[src/rtl/pdf_pkg.sv]
`default_nettype none

package pdf_pkg;

    localparam int ENTRIES = 64;
    localparam int PTR_W   = (ENTRIES > 1) ? $clog2(ENTRIES) : 1;
    localparam int HASH_W  = 32;
    localparam int BYTE_W  = 8;

    localparam logic [HASH_W-1:0] FNV_BASIS = 32'h811c_9dc5;
    localparam logic [HASH_W-1:0] FNV_PRIME = 32'h0100_0193;

    // query traveling down the compare chain
    typedef struct packed {
        logic              vld;
        logic              hit;
        logic [HASH_W-1:0] q;
    } t_link;

endpackage

`default_nettype wire

[src/rtl/pdf_fold.sv]
`default_nettype none

module pdf_fold (
    input  wire logic                       i_clk,
    input  wire logic                       i_rst_n,
    input  wire logic                       i_accept,
    input  wire logic [pdf_pkg::BYTE_W-1:0] i_data_byte,
    input  wire logic                       i_last_byte,
    output pdf_pkg::t_link                  o_launch
);

    logic [pdf_pkg::HASH_W-1:0] r_hash;
    logic                       r_launch_vld;
    logic [pdf_pkg::HASH_W-1:0] r_launch_q;
    logic [pdf_pkg::HASH_W-1:0] w_fold;

    assign w_fold = (r_hash ^ {{(pdf_pkg::HASH_W-pdf_pkg::BYTE_W){1'b0}}, i_data_byte})
                    * pdf_pkg::FNV_PRIME;

    always_ff @(posedge i_clk) begin
        if (!i_rst_n) begin
            r_hash       <= pdf_pkg::FNV_BASIS;
            r_launch_vld <= 1'b0;
        end else begin
            r_launch_vld <= 1'b0;
            if (i_accept) begin
                if (i_last_byte) begin
                    r_hash       <= pdf_pkg::FNV_BASIS;
                    r_launch_vld <= 1'b1;
                end else begin
                    r_hash <= w_fold;
                end
            end
        end
    end

    // payload of the launch word, no reset needed
    always_ff @(posedge i_clk) begin
        if (i_accept && i_last_byte) begin
            r_launch_q <= w_fold;
        end
    end

    assign o_launch = '{vld: r_launch_vld, hit: 1'b0, q: r_launch_q};

endmodule

`default_nettype wire

[config.mk]
export PLATFORM = sky130hd
export DESIGN_NAME = pdf_fold
export DESIGN_NICKNAME = d
export VERILOG_FILES = /design/src/rtl/pdf_pkg.sv /design/src/rtl/pdf_fold.sv
export SDC_FILE = /design/constraint.sdc
export NUM_CORES = 1
export LEC_CHECK = 0
export BUFFER_PORTS_ARGS = -buffer_cell sky130_fd_sc_hd__buf_2
export CELL_PAD_IN_SITES_DETAIL_PLACEMENT = 0
export CELL_PAD_IN_SITES_GLOBAL_PLACEMENT = 2
export CORE_MARGIN = 5
export CORE_UTILIZATION = 35
export DETAILED_ROUTE_END_ITERATION = 12
export PLACE_DENSITY_LB_ADDON = 0.1
export SLEW_MARGIN = 20
export SYNTH_ARGS = -nofsm -noshare
export SYNTH_HDL_FRONTEND = slang
export SYNTH_SLANG_ARGS = --single-unit
export TNS_END_PERCENT = 10
[constraint.sdc]
create_clock -name i_clk -period 5.1 [get_ports i_clk]
set_input_delay 0.51 -clock i_clk [delete_from_list [all_inputs] [get_ports i_clk]]
set_output_delay 0.51 -clock i_clk [all_outputs]
set_load 0.01 [all_outputs]
==> metrics.csv <==
stage,metric,value,unit
run_status,outcome,"complete, but fails checks",
run_status,violations,negative setup slack,
synthesis,ys.flop_type,dfxtp_1,
critical_path,end_kind,register,
timing,max_slew_margin,0.359,
timing,slew_violations,0,
routing,totalWireLength,22.1,mm
routing,ant_nets,0,
critical_path,worst-r2r-setup-slack,-0.05,ns
routing,viasPerCell,4.75,
routing,drc,0,
synthesis,avgSynthCellArea,9.96,sq um
clocking,clock_latency,0.35,ns
timing,timing.final.ws_setup,-0.0499,ns
synthesis,synth_edf_count,32,
routing,vias,5903,
clocking,cts_tree,built,
clocking,cts_root_buffer,clkbuf_16,
critical_path,startpoint,r_hash[15],
finish,syn2layout_area_growth,28.6,%
place,dp_cells,1222,
clocking,clk_path_buf_depth,2,
floorplanning,die_w,160,um
critical_path,path_class,reg2reg,
synthesis,synth_cell_types,54,
synthesis,synthCells,796,
synthesis,synth_async_sr_flop_share,0,
global_route,antenna_found_initial,0,
critical_path,endpoint,r_launch_q[31],
place,io_buffers,44,
timing,period_minus_slack,5.15,ns
critical_path,crit_arrival,5.24,ns
clocking,cts_max_level,3,
global_route,grt-ovfl-total,0,
floorplanning,die_height,160,um
floorplanning,rows,55,
routing,avgRoutedWirePerCell,17.8,um
hold_path,hold_class,reg2reg,
global_route,grt_max_degree,35,
place,place_area,9320,sq um
flow_run,maxCapViolations,0,
clocking,cts_buffers,9,
timing,fin_skew,0.0134,ns
routing,drtIter0Drc,186,
critical_path,cp_max_fo,3,
critical_path,rr_worst_depth,19,
floorplanning,initial_core_util,0.353,
finish,final_layout_size_suffix_gt1_frac,0.268,
timing,fmax,0.194,GHz
critical_path,r2r_start,r_hash[15],
floorplanning,dieArea,25800,sq um
timing,hold_violations,0,
timing,tightest_slew,0.962,ns
place,gp_congestion,0.882,
timing,post-route-period-util,1.01,
finish,ff_latch_area,1650,sq um
global_route,grt_pass1_wl,35.9,mm
finish,fillCellCount,2151,
critical_path,worstPathRequired,5.19,ns
timing,finalSetupViolations,6,
critical_path,worstSetupStartpointType,register,
synthesis,ys_seq_area_frac,0.205,
finish,nNetsFinal,1224,
synthesis,synth_area,7930,sq um
finish,final_area,10200,sq um
timing,rsz0062_at_grt,true,
global_route,grt_util_all_layers,0.180,
floorplanning,io_pins,46,
finish,n_antenna_cell,0,
clocking,clock_sinks,65,
critical_path,rr_endpoint,r_launch_q[31],
place,dpl.hpwl,18.2,mm
finish,final_cells,1244,
routing,drtPass1Iterations,4,
floorplanning,core,22400,sq um
synthesis,ys.warnings.count,0,
finish,multi_input_area,6080,sq um
clocking,clk_pin_slew,0.07,ns
synthesis,synth_seq_cells,65,
synthesis,syn-num-nets,1066,
global_route,grt_pass1_vias,6565,
[cell usage in the layout, fill, tap and decap left out, drive strengths merged, types with 3 or more instances in the layout]
cell,n
a211oi,3
a21o,8
a21oi,28
a22oi,6
a31oi,3
a32o,6
and2,8
and3,6
buf,160
clkbuf,9
dfxtp,33
edfxtp,32
fa,74
ha,184
inv,182
mux2i,6
nand2,23
nand2b,3
nand3,7
nor2,43
nor2b,3
nor3,4
o211ai,6
o21a,3
o21ai,26
o21bai,8
xnor2,26
xor2,26
[final cells by class]
cell class              count  share of cell area
inverters                 181              0.0666
multi-input cells         537               0.596
repair buffers            160               0.109
clock buffers               9              0.0221
clock inverters             7             0.00920
flip-flops and latches     65               0.162
well taps                 285              0.0350
[synthesized netlist by cell type, drive strengths merged (2+ instances only)]
| cell type | n | area share |
|---|---|---|
| ha | 184 | 0.29 |
| inv | 181 | 0.086 |
| fa | 74 | 0.19 |
| nor2 | 43 | 0.020 |
| dfxtp | 33 | 0.083 |
| edfxtp | 32 | 0.12 |
| a21oi | 28 | 0.018 |
| o21ai | 26 | 0.016 |
| xnor2 | 26 | 0.029 |
| xor2 | 26 | 0.029 |
| nand2 | 23 | 0.011 |
| clkbuf | 10 | 0.0047 |
| a21o | 8 | 0.0076 |
| and2 | 8 | 0.0063 |
| o21bai | 8 | 0.0076 |
| nand3 | 7 | 0.0044 |
| a22oi | 6 | 0.0057 |
| a32o | 6 | 0.0076 |
| and3 | 6 | 0.0047 |
| mux2i | 6 | 0.0076 |
| o211ai | 6 | 0.0063 |
| nor3 | 4 | 0.0025 |
| a211oi | 3 | 0.0028 |
| a31oi | 3 | 0.0024 |
| buf | 3 | 0.0024 |
| nand2b | 3 | 0.0024 |
| nor2b | 3 | 0.0024 |
| o21a | 3 | 0.0028 |
| a211o | 2 | 0.0022 |
| a22o | 2 | 0.0022 |
| a311oi | 2 | 0.0030 |
| a31o | 2 | 0.0022 |
| nand4 | 2 | 0.0016 |
| o31a | 2 | 0.0022 |
[per-stage QoR]
| step | TNS (ns) | setup WS (ns) | utilization | hold WS (ns) |
|---|---|---|---|---|
| 5_1_grt | -2.93 | -0.223 | 0.454 | 0.575 |
| 3_5_place_dp | -13.39 | -0.641 | 0.415 | 0.537 |
| 2_1_floorplan | -0.0105 | -0.0105 | - | 0.503 |
| 4_1_cts | -0.234 | -0.0525 | 0.449 | 0.533 |
| 6_report | -0.182 | -0.0499 | 0.454 | 0.529 |
| 3_3_place_gp | -12.75 | -0.608 | 0.415 | 0.526 |
[kinds of logic (layout without fill, tap and decap cells)]
| kind of cell | after synthesis | in the layout | synth area share |
|---|---|---|---|
| adder cells (fa/ha/maj) | 258 | 258 | 0.477 |
| buffers and inverters | 194 | 357 | 0.0928 |
| AO/OA/AOI/OAI | 115 | 115 | 0.0982 |
| AND/OR/NAND/NOR | 105 | 105 | 0.0614 |
| flip-flops | 65 | 65 | 0.205 |
| XOR/XNOR | 52 | 52 | 0.0575 |
| multiplexers | 6 | 6 | 0.00758 |
| other | 1 | 1 | 0.000473 |
[flip-flops by register name (all words and copies together), names as in the netlist]
name / flops
r_hash: 32
r_launch_q: 32
r_launch_vld: 1
[routing by layer]
| layer | part of all wire | wire length, um | track usage |
|---|---|---|---|
| met1 | 0.46 | 10200 | 0.237 |
| met2 | 0.49 | 10800 | 0.312 |
| met3 | 0.030 | 670 | 0.0218 |
| met4 | 0.022 | 488 | 0.0493 |
| met5 | 0 | 0 | 0 |
[worst min path at each step]
stage	from	end	slack [ns]	cells past startpoint
after floorplan	r_hash[29]	r_hash[29]	0.50	2
after global placement	r_hash[7]	r_hash[7]	0.53	2
after detailed placement	r_hash[7]	r_hash[7]	0.54	2
after CTS	r_hash[7]	r_hash[7]	0.53	2
after global routing	r_hash[7]	r_hash[7]	0.57	2
final	r_hash[7]	r_hash[7]	0.53	2
[critical path, cell delays in order (launching register included)]
cell	delay (ns)
dfxtp_4	0.36
ha_1	0.31
ha_2	0.32
inv_1	0.05
fa_1	0.47
inv_1	0.04
ha_1	0.19
fa_1	0.48
ha_1	0.29
inv_1	0.05
fa_1	0.53
inv_1	0.04
ha_1	0.28
nand4_1	0.33
a2111oi_4	0.31
buf_4	0.19
a211o_1	0.12
a31o_1	0.22
mux2i_2	0.24
nand2b_1	0.07
[what timing repair did]
| action | CTS | global route |
|---|---|---|
| pin swaps | 40 | 11 |
| setup endpoints to repair | 30 | 30 |
| setup buffers | 7 | 1 |
| resized for setup | 71 | 22 |
| hold buffers | 0 | 0 |
Power is left out: the tool's default activity adds up to more than one toggle a clock period on the data nets, which glitch-free logic cannot reach.
