File: src/rtl/pdf_pkg.sv
`default_nettype none

package pdf_pkg;

    localparam int ENTRIES = 64;
    localparam int PTR_W   = (ENTRIES > 1) ? $clog2(ENTRIES) : 1;
    localparam int HASH_W  = 32;
    localparam int BYTE_W  = 8;

    localparam logic [HASH_W-1:0] FNV_BASIS = 32'h811c_9dc5;
    localparam logic [HASH_W-1:0] FNV_PRIME = 32'h0100_0193;

    // query traveling down the compare chain
    typedef struct packed {
        logic              vld;
        logic              hit;
        logic [HASH_W-1:0] q;
    } t_link;

endpackage

`default_nettype wire

File: src/rtl/pdf_cell.sv
`default_nettype none

module pdf_cell (
    input  wire logic                       i_clk,
    input  wire logic                       i_rst_n,
    input  wire logic                       i_wr_en,
    input  wire logic [pdf_pkg::HASH_W-1:0] i_wr_data,
    input  wire pdf_pkg::t_link             i_link,
    output pdf_pkg::t_link                  o_link
);

    logic [pdf_pkg::HASH_W-1:0] r_entry;
    logic                       r_vld;
    logic                       r_hit;
    logic [pdf_pkg::HASH_W-1:0] r_q;

    // store starts all zero, so a zero hash counts as seen
    always_ff @(posedge i_clk) begin
        if (!i_rst_n) begin
            r_entry <= '0;
            r_vld   <= 1'b0;
        end else begin
            if (i_wr_en) begin
                r_entry <= i_wr_data;
            end
            r_vld <= i_link.vld;
        end
    end

    always_ff @(posedge i_clk) begin
        r_q   <= i_link.q;
        r_hit <= i_link.hit | (i_link.q == r_entry);
    end

    assign o_link = '{vld: r_vld, hit: r_hit, q: r_q};

endmodule

`default_nettype wire

File: config.mk
export PLATFORM = sky130hd
export DESIGN_NAME = pdf_cell
export DESIGN_NICKNAME = d
export VERILOG_FILES = /design/src/rtl/pdf_pkg.sv /design/src/rtl/pdf_cell.sv
export SDC_FILE = /design/constraint.sdc
export NUM_CORES = 1
export LEC_CHECK = 0
export ABC_AREA = 0
export BUFFER_PORTS_ARGS = -buffer_cell sky130_fd_sc_hd__buf_2
export CORE_ASPECT_RATIO = 1.1
export CORE_UTILIZATION = 49
export DETAILED_ROUTE_END_ITERATION = 16
export PLACE_DENSITY = 0.83
export SYNTH_ARGS = -nofsm -noshare
export SYNTH_HDL_FRONTEND = slang
export SYNTH_SLANG_ARGS = --single-unit
File: constraint.sdc
create_clock -name i_clk -period 2.5 [get_ports i_clk]
set_input_delay 0.25 -clock i_clk [delete_from_list [all_inputs] [get_ports i_clk]]
set_output_delay 0.25 -clock i_clk [all_outputs]
set_load 0.01 [all_outputs]
==> flow_summary_export.csv, run 1 <==
group,metric,value,unit
die,io_pins,103,
logic_synthesis,syn_nets,252,
hold_path,hold_depth,1,
cts,clkSinkCount,66,
setup_path,cp_cell_sequence,"xnor2_1 -> nand4_1 -> nor4_1 -> a41o_1",
cts,root_buffer,"clkbuf_8",
timing,finClkSkew,0.003917,ns
detailed_routing,met2_wirelength,2224,um
hold_path,min_to,"r_q[24]$_DFF_P_",
logic_synthesis,synth_enable_flop_cells,0,
die,dieArea,4872,um^2
power,peakVddDrop,0.4622,mV
detailed_routing,finalWirelength,4424,um
power,combPwrFrac,10.8,%
detailed_routing,num_vias,1622,
power,power_frac_seq,52.2,%
die,coreArea,4348,um^2
logic_synthesis,yosysUniqueCellTypes,13,
power,p_int,1681,uW
final_layout,area_delta_synth_final,31.72,%
logic_synthesis,synth_warnings,0,
setup_path,slowest_stage,"dfxtp_1",
logic_synthesis,synth_xor_area_share,12.44,%
cts,post_cts_buffers,0,
placed_design,io_buffer_count,102,
grt,grt_start_max_net_pins,34,
grt,grt_pass1_vias,1654,
logic_synthesis,synth_most_common_cell,"dfxtp_1",
setup_path,path_class,"reg2reg",
cts,clk_pin_slew,0.07,ns
logic_synthesis,synth_top_area_cell,"dfxtp_1",
cts,h-tree-depth,3,
logic_synthesis,synth.yosys.seq_area_share,58.67,%
logic_synthesis,netlist.area_leader.share,58.67,%
final_layout,final.fill_count,373,
final_layout,utilization,68.23,%
final_layout,ff_latch_area,1321,um^2
cts,cts-buffers-inserted,9,
timing,finalSetupViolations,0,
logic_synthesis,synthSimpleGateAreaFrac,11.83,%
die,die-width,66.64,um
setup_path,reg2reg_slack,1.28,ns
power,power_density,735.5,nW/um^2
logic_synthesis,synth_common_cells,"66 x dfxtp_1, 32 x mux2i_1, 32 x nor2b_1",
timing,fin_crit_sh,48.90,%
logic_synthesis,synth_mux_area_share,14.22,%
logic_synthesis,synth_compound_gate_area_share,0.4444,%
final_layout,num_antenna_cells,0,
run_status,status,"finished clean",
setup_path,startpoint_type,"flop",
logic_synthesis,synth.area.top_cells,"dfxtp_1 59%, mux2i_1 14%, xnor2_1 9.3%, nor2b_1 8.9%, xor2_1 3.1%",
logic_synthesis,synthArstFlopShare,0,%
logic_synthesis,synth_top_family_by_area,"multiplexers",
job,drv_cap,0,
final_layout,fin_nets,357,
logic_synthesis,syn_area,2252,um^2
logic_synthesis,syn_inst,183,
detailed_routing,drt.antenna.violating_nets,0,
power,p_sw_share,22.96,%
timing,timing.slew.headroom,64.14,%
grt,antenna_found_initial,0,
cts,cts_resized,0,
timing,fmaxAchievable,818.0,MHz
die,initial_core_util,51.80,%
grt,grt_pass1_wl,7162,um
setup_path,reg2reg_to,"r_hit$_DFF_P_",
timing,min_period,1.222,ns
detailed_routing,route.met3.wl,385,um
setup_path,cp-end-kind,"flop",
timing,whs,0.02895,ns
logic_synthesis,yosys.area_share.adder,0,%
die,rows,25,
grt,grt-ovfl-total,0,
grt,gr-usage-all-layers,20.84,%
timing,slew_violations,0,
die,die_h,73.11,um
power,pwr-share-clk,37.0,%
logic_synthesis,synth_flop_cell,"dfxtp_1",
placed_design,place_congestion,0.6532,
cts,holdBufCountCts,0,
power,netSwitchingPower,501.0,uW
hold_path,hold_path_class,"in2reg",
cts,cts_tree,"built",
detailed_routing,wl_met1,1717,um
logic_synthesis,syn_avg_cell_area,12.31,um^2
setup_path,crit_required,2.78,ns
detailed_routing,remaining_drc_errors,0,
setup_path,path_max_fanout,2,
logic_synthesis,synth-seq-cells,66,
setup_path,r2r_cells,4,
timing,fin_setup_tns,0,ns
power,p_leak,0.001400,uW
detailed_routing,drt_iter0_markers,54,
cts,cts_buffer_depth,2,
final_layout,drive_gt1_share,39.93,%
hold_path,worstHoldStart,"i_link[24]",
setup_path,timing.rr.start,"r_entry[4]$_SDFFE_PN0P_",
detailed_routing,wire_per_inst,12.75,um
placed_design,dpl.hpwl,3161,um
cts,worst_skew_pair.late_latency,0.34,ns
detailed_routing,top_layer_used,"met4",
timing,tightest_slew,0.5379,ns
setup_path,slowest_delay,0.33,ns
detailed_routing,avgViaCountPerCell,4.674,
final_layout,multi_input_area,877.1,um^2
setup_path,crit_arrival,1.51,ns
detailed_routing,drtPass1Iterations,4,
timing,rsz0062_at_grt,"false",
timing,hold_viol_final,0,
[registers in the layout (all words and copies together), names as in the netlist]
signal / count
r_q: 32
r_hit: 1
r_entry: 32
r_vld: 1
[cell type report]
cell class	instances	area share, %
clock buffers	14	5.820
repair buffers	103	17.46
clock inverters	2	0.3374
flip-flops and latches	66	44.54
well taps	54	2.278
multi-input cells	108	29.57
[placed cells by master, fill, tap and decap left out]
master    netlist  layout
nor2b_1        32      32
clkbuf_1        3       2
clkbuf_8        0      12
a41o_1          1       1
nor2_1          1       1
nand4_1         6       6
xnor2_1        24      24
mux2i_1        32      32
nor4_1          3       3
buf_2           1     102
and2_1          1       1
xor2_1          8       8
clkinv_2        0       2
dfxtp_1        66      66
buf_4           5       1
[worst max path at each step]
stage,startpoint,end,slack [ns],depth (start not counted)
detailed placement,i_link[4],r_hit$_DFF_P_,1.23,5
CTS,r_entry[4]$_SDFFE_PN0P_,r_hit$_DFF_P_,1.22,4
global placement,i_wr_en,r_entry[23]$_SDFFE_PN0P_,1.28,4
finish,r_entry[4]$_SDFFE_PN0P_,r_hit$_DFF_P_,1.28,4
floorplan,r_entry[12]$_SDFFE_PN0P_,r_hit$_DFF_P_,1.47,4
global route,r_entry[4]$_SDFFE_PN0P_,r_hit$_DFF_P_,1.14,4
[cells by family after synthesis]
group,Yosys count
buffers and inverters,9
AND/OR/NAND/NOR,43
multiplexers,32
XOR/XNOR,32
flip-flops,66
AO/OA/AOI/OAI,1
[per-stage QoR]
step	area, um^2	instances	worst slack [ns]	power, uW
final	2967	347	1.278	2182
after global routing	2967	347	1.138	2285
after CTS	2967	347	1.221	2213
after detailed placement	2784	331	1.228	1400
after global placement	2784	331	1.278	1393
after floorplan	2252	183	1.472	1293
[power by group through the flow]
stage | Sequential [uW] | Combinational (uW) | Clock (uW)
4_1_cts | 1140 | 239 | 834
6_report | 1140 | 235 | 808
5_1_grt | 1150 | 263 | 877
3_3_place_gp | 1160 | 233 | 0
2_1_floorplan | 1170 | 120 | 0
3_5_place_dp | 1160 | 238 | 0
[layer usage]
layer | GRT usage, % | vias to the layer above
li1 | - | 811
met1 | 21.77 | 736
met2 | 34.79 | 66
met3 | 8.594 | 9
met4 | 12.06 | 0
met5 | 0 | -
[worst max-delay path, delay by kind of cell (launching register included)]
kind / cells / cell delay, ns
compound gates: 1 / 0.20
xor+xnor: 1 / 0.17
flops: 1 / 0.33
simple gates: 2 / 0.46
(Power assumes the default switching activity.)
==> inputs of run 2 (changes only) <==
- CORE_UTILIZATION: 49 -> 41
- PLACE_DENSITY: 0.83 -> 0.74
- clock period: 2.5 -> 1.1 ns (I/O delays scaled with it)
==> flow_summary_export.csv, run 2 (synthesized netlist as in run 1, its figures left out) <==
group,metric,value,unit
run_status,status,"finished with violations",
run_status,violations,"negative setup slack",
cts,cts-buffers-inserted,9,
cts,h-tree-depth,3,
die,coreArea,5135,um^2
cts,clkSinkCount,66,
timing,min_period,1.141,ns
final_layout,multi_input_area,957.2,um^2
cts,cts_tree,"built",
cts,root_buffer,"clkbuf_8",
power,power_density,1528,nW/um^2
timing,finalSetupViolations,1,
setup_path,r2r_cells,4,
setup_path,cp-end-kind,"flop",
final_layout,fin_nets,392,
grt,grt-ovfl-total,0,
die,die-width,72.67,um
cts,cts_buffer_depth,2,
final_layout,layout_common_cells,"102 x buf_2, 54 x dfxtp_1, 34 x dlygate4sd3_1",
final_layout,drive_gt1_share,43.60,%
timing,rsz0062_at_grt,"true",
die,die_h,79.74,um
setup_path,path_class,"reg2reg",
placed_design,place_congestion,0.6835,
timing,whs,0.03649,ns
power,finalPower,5313,uW
final_layout,final.fill_count,412,
timing,fmaxAchievable,876.6,MHz
final_layout,final_common_cell,"buf_2",
detailed_routing,drtPass1Iterations,4,
detailed_routing,finalWirelength,5182,um
power,p_leak,0.001612,uW
die,io_pins,103,
hold_path,hold_path_class,"in2reg",
timing,hold_viol_final,0,
grt,gr-usage-all-layers,19.30,%
power,peakVddDrop,1.067,mV
timing,setup_slack,-0.04083,ns
setup_path,crit_required,1.37,ns
timing,slew_violations,0,
detailed_routing,wire_per_inst,12.96,um
die,dieArea,5794,um^2
cts,worst_skew_pair.late_latency,0.33,ns
detailed_routing,remaining_drc_errors,0,
timing,fin_crit_sh,103.7,%
cts,clk_pin_slew,0.07,ns
setup_path,startpoint_type,"flop",
grt,grt_pass1_vias,1894,
setup_path,crit_arrival,1.41,ns
placed_design,io_buffer_count,102,
timing,timing.slew.headroom,83.50,%
final_layout,area_delta_synth_final,54.44,%
cts,post_cts_buffers,0,
grt,grt_pass1_wl,8176,um
job,drv_cap,0,
final_layout,ff_latch_area,1336,um^2
hold_path,hold_depth,3,
grt,grt_start_max_net_pins,34,
detailed_routing,drt_iter0_markers,47,
die,initial_core_util,43.86,%
grt,antenna_found_initial,0,
timing,finClkSkew,0.005225,ns
die,rows,27,
detailed_routing,avgViaCountPerCell,4.473,
timing,tightest_slew,0.2455,ns
detailed_routing,drt.antenna.violating_nets,0,
placed_design,dpl.hpwl,3274,um
setup_path,path_max_fanout,2,
detailed_routing,num_vias,1789,
final_layout,num_antenna_cells,0,
final_layout,largest_registers,"r_entry x32, r_q x32",
==> run 2: changes by cell type in the layout (fill, tap and decap cells not counted), sizes merged <==
cell / before / now
bufinv: 0 / 1
buf: 103 / 104
clkinv: 2 / 3
clkbuf: 14 / 11
dlygate4sd3: 0 / 34
clkinvlp: 0 / 1
==> run 2: final timing paths <==
kind / start / endpoint / slack (ns)
worst max-delay path: r_entry[16]$_SDFFE_PN0P_ / r_hit$_DFF_P_ / -0.04
worst min-delay path: i_wr_data[18] / r_entry[18]$_SDFFE_PN0P_ / 0.04
worst max register to register: r_entry[16]$_SDFFE_PN0P_ / r_hit$_DFF_P_ / -0.04
worst min register to register: r_entry[13]$_SDFFE_PN0P_ / r_entry[13]$_SDFFE_PN0P_ / 0.53
==> run 2: worst max-delay path, stage by stage (launching register included) <==
cell     delay, ns
dfxtp_2       0.35
xnor2_2       0.11
nand4_1       0.15
nor4_2        0.28
a41o_1        0.19
==> run 2: cell type report <==
cell class	instances	share of cell area (%)
repair buffers	138	25.61
clock buffers	11	4.353
clock inverters	5	1.511
flip-flops and latches	66	38.42
multi-input cells	108	27.52
well taps	72	2.590
==> run 2: metrics by stage <==
stage                     TNS [ns]  setup WS [ns]  utilization, %  std cells  instance area, um^2
after floorplan                  0        0.07214               -        183                 2252
after global placement     -0.1032        -0.1032           55.43        351                 2846
after detailed placement   -0.1158        -0.1158           55.43        351                 2846
after CTS                 -0.05338       -0.05338           67.06        400                 3443
after global routing      -0.09800       -0.09800           67.74        400                 3478
final                     -0.04083       -0.04083           67.74        400                 3478
==> run 2: routing by layer <==
metal  vias up  wire [um]  track usage, %
li1        883          -               -
met4         0        113           11.37
met1       827       2133           19.92
met3        11        307           5.429
met5         -          0               0
met2        68       2627           34.39
==> run 2: timing repair <==
action | 4_1_cts | 5_1_grt
setup endpoints to repair | 1 | 1
hold endpoints to repair | 34 | 0
hold buffers | 34 | 0
pin swaps | 13 | 7
resized for setup | 15 | 8
==> run 2: power by group <==
group | total (uW) | internal [uW] | switching [uW]
clock | 2030 | 1160 | 871
sequential | 2600 | 2530 | 66.2
combinational | 687 | 409 | 278
total | 5310 | 4100 | 1210
==> inputs of run 3 (changes only) <==
- RECOVER_POWER: default -> 100
==> flow_summary_export.csv, run 3 (synthesized netlist as in run 1, its figures left out) <==
group,metric,value,unit
placed_design,dp.cells,351,
cts,cts-buffers-inserted,9,
detailed_routing,drt_iter0_markers,39,
detailed_routing,remaining_drc_errors,0,
cts,root_buffer,"clkbuf_8",
grt,grt_pass1_wl,8176,um
die,initial_core_util,43.86,%
hold_path,hold_path_class,"in2reg",
final_layout,multi_input_area,957.2,um^2
cts,worst_skew_pair.late_latency,0.33,ns
job,drv_cap,0,
power,p_leak,0.001557,uW
setup_path,crit_arrival,1.41,ns
die,io_pins,103,
detailed_routing,avgViaCountPerCell,4.465,
setup_path,slowest_delay,0.35,ns
cts,post_cts_buffers,0,
grt,grt_pass1_vias,1894,
timing,rsz0062_at_grt,"true",
setup_path,timing.rr.start,"r_entry[16]$_SDFFE_PN0P_",
final_layout,layout_common_cells,"82 x buf_2, 54 x dfxtp_1, 34 x dlygate4sd3_1",
detailed_routing,drt.antenna.violating_nets,0,
grt,grt-ovfl-total,0,
detailed_routing,drtPass1Iterations,4,
cts,cts_tree,"built",
final_layout,instances_no_fill,400,
placed_design,place_area,2846,um^2
die,dieArea,5794,um^2
placed_design,io_buffer_count,102,
setup_path,cp-end-kind,"flop",
timing,slew_violations,0,
hold_path,worstHoldStart,"i_wr_data[18]",
timing,setup_slack,-0.04079,ns
setup_path,cp_cell_sequence,"xnor2_2 -> nand4_1 -> nor4_2 -> a41o_1",
cts,clk_pin_slew,0.07,ns
timing,fmaxAchievable,876.6,MHz
placed_design,dpl.hpwl,3274,um
final_layout,largest_registers,"r_entry x32, r_q x32",
setup_path,path_max_fanout,2,
run_status,violations,"negative setup slack",
detailed_routing,wire_per_inst,12.94,um
timing,min_period,1.141,ns
setup_path,crit_required,1.37,ns
setup_path,cpLargestDelayFamily,"simple AND/OR/NAND/NOR gates",
grt,grt_start_max_net_pins,34,
setup_path,slowest_stage,"dfxtp_2",
die,die-width,72.67,um
timing,hold_viol_final,0,
placed_design,place_ws,-0.1158,ns
grt,antenna_found_initial,0,
grt,gr-usage-all-layers,19.30,%
timing,timing.slew.headroom,83.50,%
detailed_routing,finalWirelength,5177,um
run_status,status,"finished with violations",
setup_path,startpoint_type,"flop",
setup_path,path_class,"reg2reg",
timing,fin_crit_sh,103.7,%
placed_design,place_congestion,0.6835,
power,peakVddDrop,1.066,mV
final_layout,num_antenna_cells,0,
power,power_density,1535,nW/um^2
timing,finalSetupViolations,1,
cts,cts_buffer_depth,2,
timing,whs,0.03646,ns
die,die_h,79.74,um
cts,h-tree-depth,3,
die,rows,27,
final_layout,ff_latch_area,1336,um^2
final_layout,fin_nets,392,
setup_path,startpoint,"r_entry[16]$_SDFFE_PN0P_",
die,coreArea,5135,um^2
final_layout,drive_gt1_share,37.50,%
final_layout,area_delta_synth_final,53.33,%
final_layout,final_common_cell,"buf_2",
final_layout,final_area,3453,um^2
detailed_routing,num_vias,1786,
timing,finClkSkew,0.005192,ns
final_layout,final.fill_count,417,
timing,tightest_slew,0.2455,ns
cts,clkSinkCount,66,
setup_path,critPathBufInv,0,
-- run 3: changes by cell type in the layout (fill, tap and decap cells not counted) --
cell,before,now
buf_2,102,82
clkbuf_1,0,20
-- run 3: final cells by class --
type,count,share of cell area (%)
clock buffer,11,4.384
clock inverter,5,1.522
multi-input combinational,108,27.72
sequential,66,38.70
tap,72,2.609
timing repair buffer,138,25.07
-- run 3: metrics by stage --
step | utilization (%) | power [uW] | TNS [ns]
6_report | 67.25 | 5301 | -0.04079
2_1_floorplan | - | 2938 | 0
5_1_grt | 67.25 | 5555 | -0.09801
3_3_place_gp | 55.43 | 3186 | -0.1032
4_1_cts | 67.06 | 5362 | -0.05338
3_5_place_dp | 55.43 | 3201 | -0.1158
-- run 3: worst paths after layout --
kind	slack [ns]	cells past startpoint	endpoint
worst max register to register	-0.04	4	r_hit$_DFF_P_
worst min register to register	0.53	2	r_entry[13]$_SDFFE_PN0P_
worst max-delay path	-0.04	4	r_hit$_DFF_P_
worst min-delay path	0.04	3	r_entry[18]$_SDFFE_PN0P_
-- run 3: routing by layer --
layer / up-vias / global-route usage [%] / part of all wire, %
met5: - / 0 / 0
met4: 0 / 11.37 / 2.2
met3: 11 / 5.429 / 5.8
met2: 68 / 34.39 / 51
met1: 825 / 19.92 / 41
li1: 882 / - / -
-- run 3: worst min-delay path, delay by kind of cell --
family | cells | cell delay (ns)
and+or+nand+nor | 1 | 0.09
buffers and inverters | 1 | 0.08
muxes | 1 | 0.05
-- run 3: where the power goes --
part,internal [uW],total [uW],switching [uW]
logic,399,677,278
registers,2530,2600,66.2
clock network,1160,2030,869
-- run 3: repair_timing --
item / CTS / global route
resized for setup: 15 / 8
pin swaps: 13 / 7
setup endpoints to repair: 1 / 1
endpoints found under the hold margin: 34 / 0
hold buffers: 34 / 0
